**src/etsel_pkg.sv**
```systemverilog
// Shared types and constants for the elite top-k selector.
// No dependencies; imported by every module of the block.
`timescale 1ns / 1ps

package etsel_pkg;

   localparam int FIT_W       = 32;  // signed Q16.16 fitness
   localparam int IDX_W       = 6;   // population index
   localparam int EC_W        = 7;   // elite_count register
   localparam int POP_MAX_DEF = 64;

   typedef struct packed {
      logic signed [FIT_W-1:0] fitness;
      logic                    end_of_population;
   } req_type;

   typedef struct packed {
      logic [IDX_W-1:0] elite_index;
      logic             final_elite;
   } rsp_type;

   // Running best candidate handed from cell to cell.
   typedef struct packed {
      logic signed [FIT_W-1:0] best;
      logic [IDX_W-1:0]        idx;
   } cand_type;

   // Control from the sequencer to every cell.
   typedef struct packed {
      logic             load;     // write fitness into the cell at sel_idx
      logic             mark;     // set chosen bit of the cell at sel_idx
      logic             clear;    // clear all chosen bits
      logic [IDX_W-1:0] sel_idx;
   } cell_ctrl_type;

endpackage

```
**src/etsel_cell.sv**
```systemverilog
// One cell of the selection chain: holds one fitness and its chosen bit,
// and registers the running best candidate. Depends on etsel_pkg.
`timescale 1ns / 1ps

module etsel_cell #(
   parameter int CELL_IDX = 0,
   parameter int CW       = 7
) (
   input  logic                          clock,
   input  logic                          reset,
   input  etsel_pkg::cell_ctrl_type      ctrl,
   input  logic signed [etsel_pkg::FIT_W-1:0] wr_fitness,
   input  logic [CW-1:0]                 loaded_count,
   input  etsel_pkg::cand_type           cand_prev,
   output etsel_pkg::cand_type           cand_next
);
   import etsel_pkg::*;

   logic signed [FIT_W-1:0] fit_ff, fit_in;
   logic                    chosen_ff, chosen_in;
   cand_type                cand_ff, cand_in;
   logic                    selected;
   logic                    active;

   assign selected = (ctrl.sel_idx == IDX_W'(CELL_IDX));
   assign active   = (loaded_count > CW'(CELL_IDX));

   always_comb begin
      fit_in = fit_ff;
      if (ctrl.load && selected) begin
         fit_in = wr_fitness;
      end

      chosen_in = chosen_ff;
      if (ctrl.clear) begin
         chosen_in = 1'b0;
      end else if (ctrl.mark && selected) begin
         chosen_in = 1'b1;
      end

      // strict greater-than keeps the earliest index on ties
      cand_in = cand_prev;
      if (active && !chosen_ff && (fit_ff > cand_prev.best)) begin
         cand_in.best = fit_ff;
         cand_in.idx  = IDX_W'(CELL_IDX);
      end
   end

   always_ff @(posedge clock) begin
      fit_ff  <= fit_in;
      cand_ff <= cand_in;
   end

   always_ff @(posedge clock) begin
      if (reset) begin
         chosen_ff <= 1'b0;
      end else begin
         chosen_ff <= chosen_in;
      end
   end

   assign cand_next = cand_ff;

endmodule

```
**config.mk**
```make
export PLATFORM = sky130hd
export DESIGN_NAME = etsel_cell
export DESIGN_NICKNAME = d
export VERILOG_FILES = /design/src/etsel_pkg.sv /design/src/etsel_cell.sv
export SDC_FILE = /design/constraint.sdc
export NUM_CORES = 1
export LEC_CHECK = 0
export BUFFER_PORTS_ARGS = -buffer_cell sky130_fd_sc_hd__clkbuf_2
export CORE_ASPECT_RATIO = 0.75
export CORE_MARGIN = 10
export CORE_UTILIZATION = 46
export CTS_CLUSTER_DIAMETER = 60
export CTS_CLUSTER_SIZE = 16
export DETAILED_ROUTE_END_ITERATION = 12
export PLACE_DENSITY_LB_ADDON = 0.25
export REMOVE_ABC_BUFFERS = 1
export SYNTH_ARGS = -nofsm -noshare
export SYNTH_HDL_FRONTEND = slang
export SYNTH_SLANG_ARGS = --single-unit
```
**constraint.sdc**
```tcl
create_clock -name clock -period 3.1 [get_ports clock]
set_input_delay 0 -clock clock [delete_from_list [all_inputs] [get_ports clock]]
set_output_delay 0 -clock clock [all_outputs]
set_load 0.03 [all_outputs]
```
==> run summary <==
• detail-routed via count per cell: 6.16
• post-detailed-placement cell area: 0.00560 mm^2
• critical path, cell by cell: ha_1 > nand4_1 > or4_2 > buf_4 > o21ai_2 > nor2_1 > and3_1 > nor3b_2
• clock tree root buffer cell: sky130_fd_sc_hd__clkbuf_16
• Tightest Pin Transition: 0.954 ns
• final critical delay including setup and external delays: 2.91 ns
• Worst EP arrival: 3.16 ns
• Floorplan Core Area: 0.0102 mm^2
• IR drop worst, VDD: 0.000298 V
• type of the worst setup path: flop to flop
• post-route fraction of the period consumed by the critical path: 0.938
• number of setup violations in the final report: 0
• maximum operating frequency: 344 MHz
• total grt overflow: 0
• Leakage Power: 2.66 nW
• Cell Area, Synth: 0.00482 mm^2
• top cells by area, synth: sky130_fd_sc_hd__edfxtp_1 (20%), sky130_fd_sc_hd__dfxtp_1 (16%), sky130_fd_sc_hd__o2111ai_2 (9.3%)
• type of origin of the critical path: flop
• source-to-sink clock delay at the later pin of the worst-skew pair: 0.34 ns
• signed area change from the synthesized netlist to the final layout: 36.9%
• RSZ-0062 raised after global routing: false
• count of cells along the worst register-to-register path: 8
• number of port buffers: 125
• fin area: 0.00660 mm^2
• final weighted congestion in routability-driven placement: 0.785
• CTS H-tree depth: 3
• wire length of the first global-routing pass: 25.6 mm
• biggest cell delay along the critical path: 0.72 ns
• ys async rst share: 0
• EDFF count, synth: 32
• average detailed-routed wire length per instance: 19.8 um
• Die Y: 109 um
• maximum clock insertion buffer count: 2
• worst path required time: 3.35 ns
• detailed-route via count: 4936
• highest net fanout along the worst path: 23
• count of cells along the worst hold path: 3
• fraction of layout cells with a size suffix above 1: 0.306
• TritonCTS Buffers: 9
• effective utilization at floorplan: 0.470
• ys flop type: sky130_fd_sc_hd__dfxtp_1
• pin count of the biggest net entering global routing: 98
• I/O Pins: 126
• count of final max-slew check failures: 0
• initial antenna violation count: 1
• DIE WIDTH: 138 um
• most numerous cell types in the synthesized netlist: sky130_fd_sc_hd__dfxtp_1 (39), sky130_fd_sc_hd__nand2_1 (39), sky130_fd_sc_hd__clkbuf_1 (37)
• number of gates resized after CTS: 0
• num rows: 32
• clock tree sinks: 71
• power density of the placed cells: 398 mW/mm^2
• clock-pin transition on the worst setup and hold timing paths: 0.06 ns
• Yosys top cell area share: 0.199
• final-stage net count: 778
• floorplan die area: 0.0150 mm^2
• GR Util All Layers: 0.204
• Max Cap Violations: 0
• post-synthesis cell count: 481
• crit path capture type: flop
• Relative slew margins: 0.364
• number of DRC markers in iteration 0: 475
• dpl hpwl: 10.1 mm
• antenna-violating nets left: 0
• overall power of the completed layout: 2.63 mW
• library cell occupying the most area in the post-synthesis netlist: sky130_fd_sc_hd__edfxtp_1
• number of search-and-repair iterations in the first detailed-routing pass: 5
• Hold Crit Class: primary input to flop
• number of remaining DRC errors: 0
• final worst clock skew: 0.00571 ns
• register bit count reported by yosys: 71
• number of global-route vias before repair: 5043
• number of hold violations in the final report: 0
• Post-Route WL: 15.9 mm
• part of the Yosys area used for sequential elements: 0.361
• Mean Syn Cell Area: 10.0 um^2
• run status: finished, final reports clean
• standard cell with the maximum stage delay on the critical path: sky130_fd_sc_hd__or4_2
• TritonCTS clock tree: done
• Unique masters post-synth: 36
• synthesis warning total: 0
[registers in the layout, indices dropped and copies added, names as in the netlist]
register and cells:
cand_next 38, fit_ff 32, chosen_ff 1
[layout make-up]
type,instances,area (um^2)
fillers,842,3650
repair buffers,217,1500
diodes,2,5.00
multi-input cells,326,2780
inverters,33,124
flip-flops and latches,71,1740
clock buffers,16,282
well taps,136,170
[worst max-delay path: cells and delay by family (launching register included)]
kind,cells,cell delay [ns]
AO/OA/AOI/OAI,1,0.23
adder cells (fa/ha/maj),1,0.35
buffers and inverters,1,0.29
flip-flops,1,0.44
AND/OR/NAND/NOR,5,1.52
[where the power goes]
part	total (mW)	leakage (nW)	internal, mW	switching [mW]
Clock	0.992	0.137	0.609	0.383
Combinational	0.585	1.90	0.254	0.331
Sequential	1.05	0.616	1.03	0.0190
[cells in the final DEF (no fill, tap or decap), types with 5 or more instances in the layout]
master	netlist	routed
sky130_fd_sc_hd__o2111ai_2	30	30
sky130_fd_sc_hd__a22oi_1	33	32
sky130_fd_sc_hd__nand2b_1	32	32
sky130_fd_sc_hd__o21ai_0	5	5
sky130_fd_sc_hd__clkbuf_2	0	125
sky130_fd_sc_hd__a21oi_1	17	16
sky130_fd_sc_hd__dlygate4sd3_1	0	72
sky130_fd_sc_hd__nand4b_1	32	32
sky130_fd_sc_hd__inv_1	33	33
sky130_fd_sc_hd__buf_4	0	20
sky130_fd_sc_hd__dfxtp_1	39	39
sky130_fd_sc_hd__ha_1	32	31
sky130_fd_sc_hd__clkbuf_16	0	9
sky130_fd_sc_hd__edfxtp_1	32	32
sky130_fd_sc_hd__nand2_1	39	39
sky130_fd_sc_hd__a41oi_1	32	32
sky130_fd_sc_hd__nor3b_2	6	6
sky130_fd_sc_hd__o2111ai_1	34	34
[metal layers]
layer | up-vias | global-route usage | part of all wire
li1 | 2288 | - | -
met1 | 2358 | 0.244 | 0.41
met2 | 255 | 0.346 | 0.47
met3 | 35 | 0.0595 | 0.088
met4 | 0 | 0.0766 | 0.025
met5 | - | 0 | 0
[worst paths after layout]
check / from / end / slack (ns)
worst max register to register: fit_ff[27] / cand_next[4] / 0.19
worst max-delay path: fit_ff[27] / cand_next[4] / 0.19
worst min register to register: fit_ff[23] / cand_next[29] / 0.59
worst min-delay path: ctrl[6] / chosen_ff / 0.37
[cell families after synthesis]
kind of cell,synth area share
adder cells (fa/ha/maj),0.0830
flip-flops,0.361
AO/OA/AOI/OAI,0.301
AND/OR/NAND/NOR,0.182
buffers and inverters,0.0734
[metrics by stage]
| step | setup slack [ns] | hold slack, ns | instances | setup TNS (ns) | util |
|---|---|---|---|---|---|
| after floorplan | -3.15 | 0.0768 | 430 | -95.88 | - |
| after global placement | 0.366 | 0.164 | 711 | 0 | 0.546 |
| after detailed placement | 0.279 | 0.174 | 711 | 0 | 0.546 |
| after CTS | 0.227 | 0.366 | 799 | 0 | 0.644 |
| after global routing | 0.0400 | 0.383 | 800 | 0 | 0.644 |
| final | 0.191 | 0.367 | 801 | 0 | 0.644 |
[timing repair]
action                    4_1_cts  5_1_grt
hold buffers                   72        0
setup buffers                   0        0
hold endpoints to repair       71        0
No activity file was read; power rests on OpenSTA's default activity.
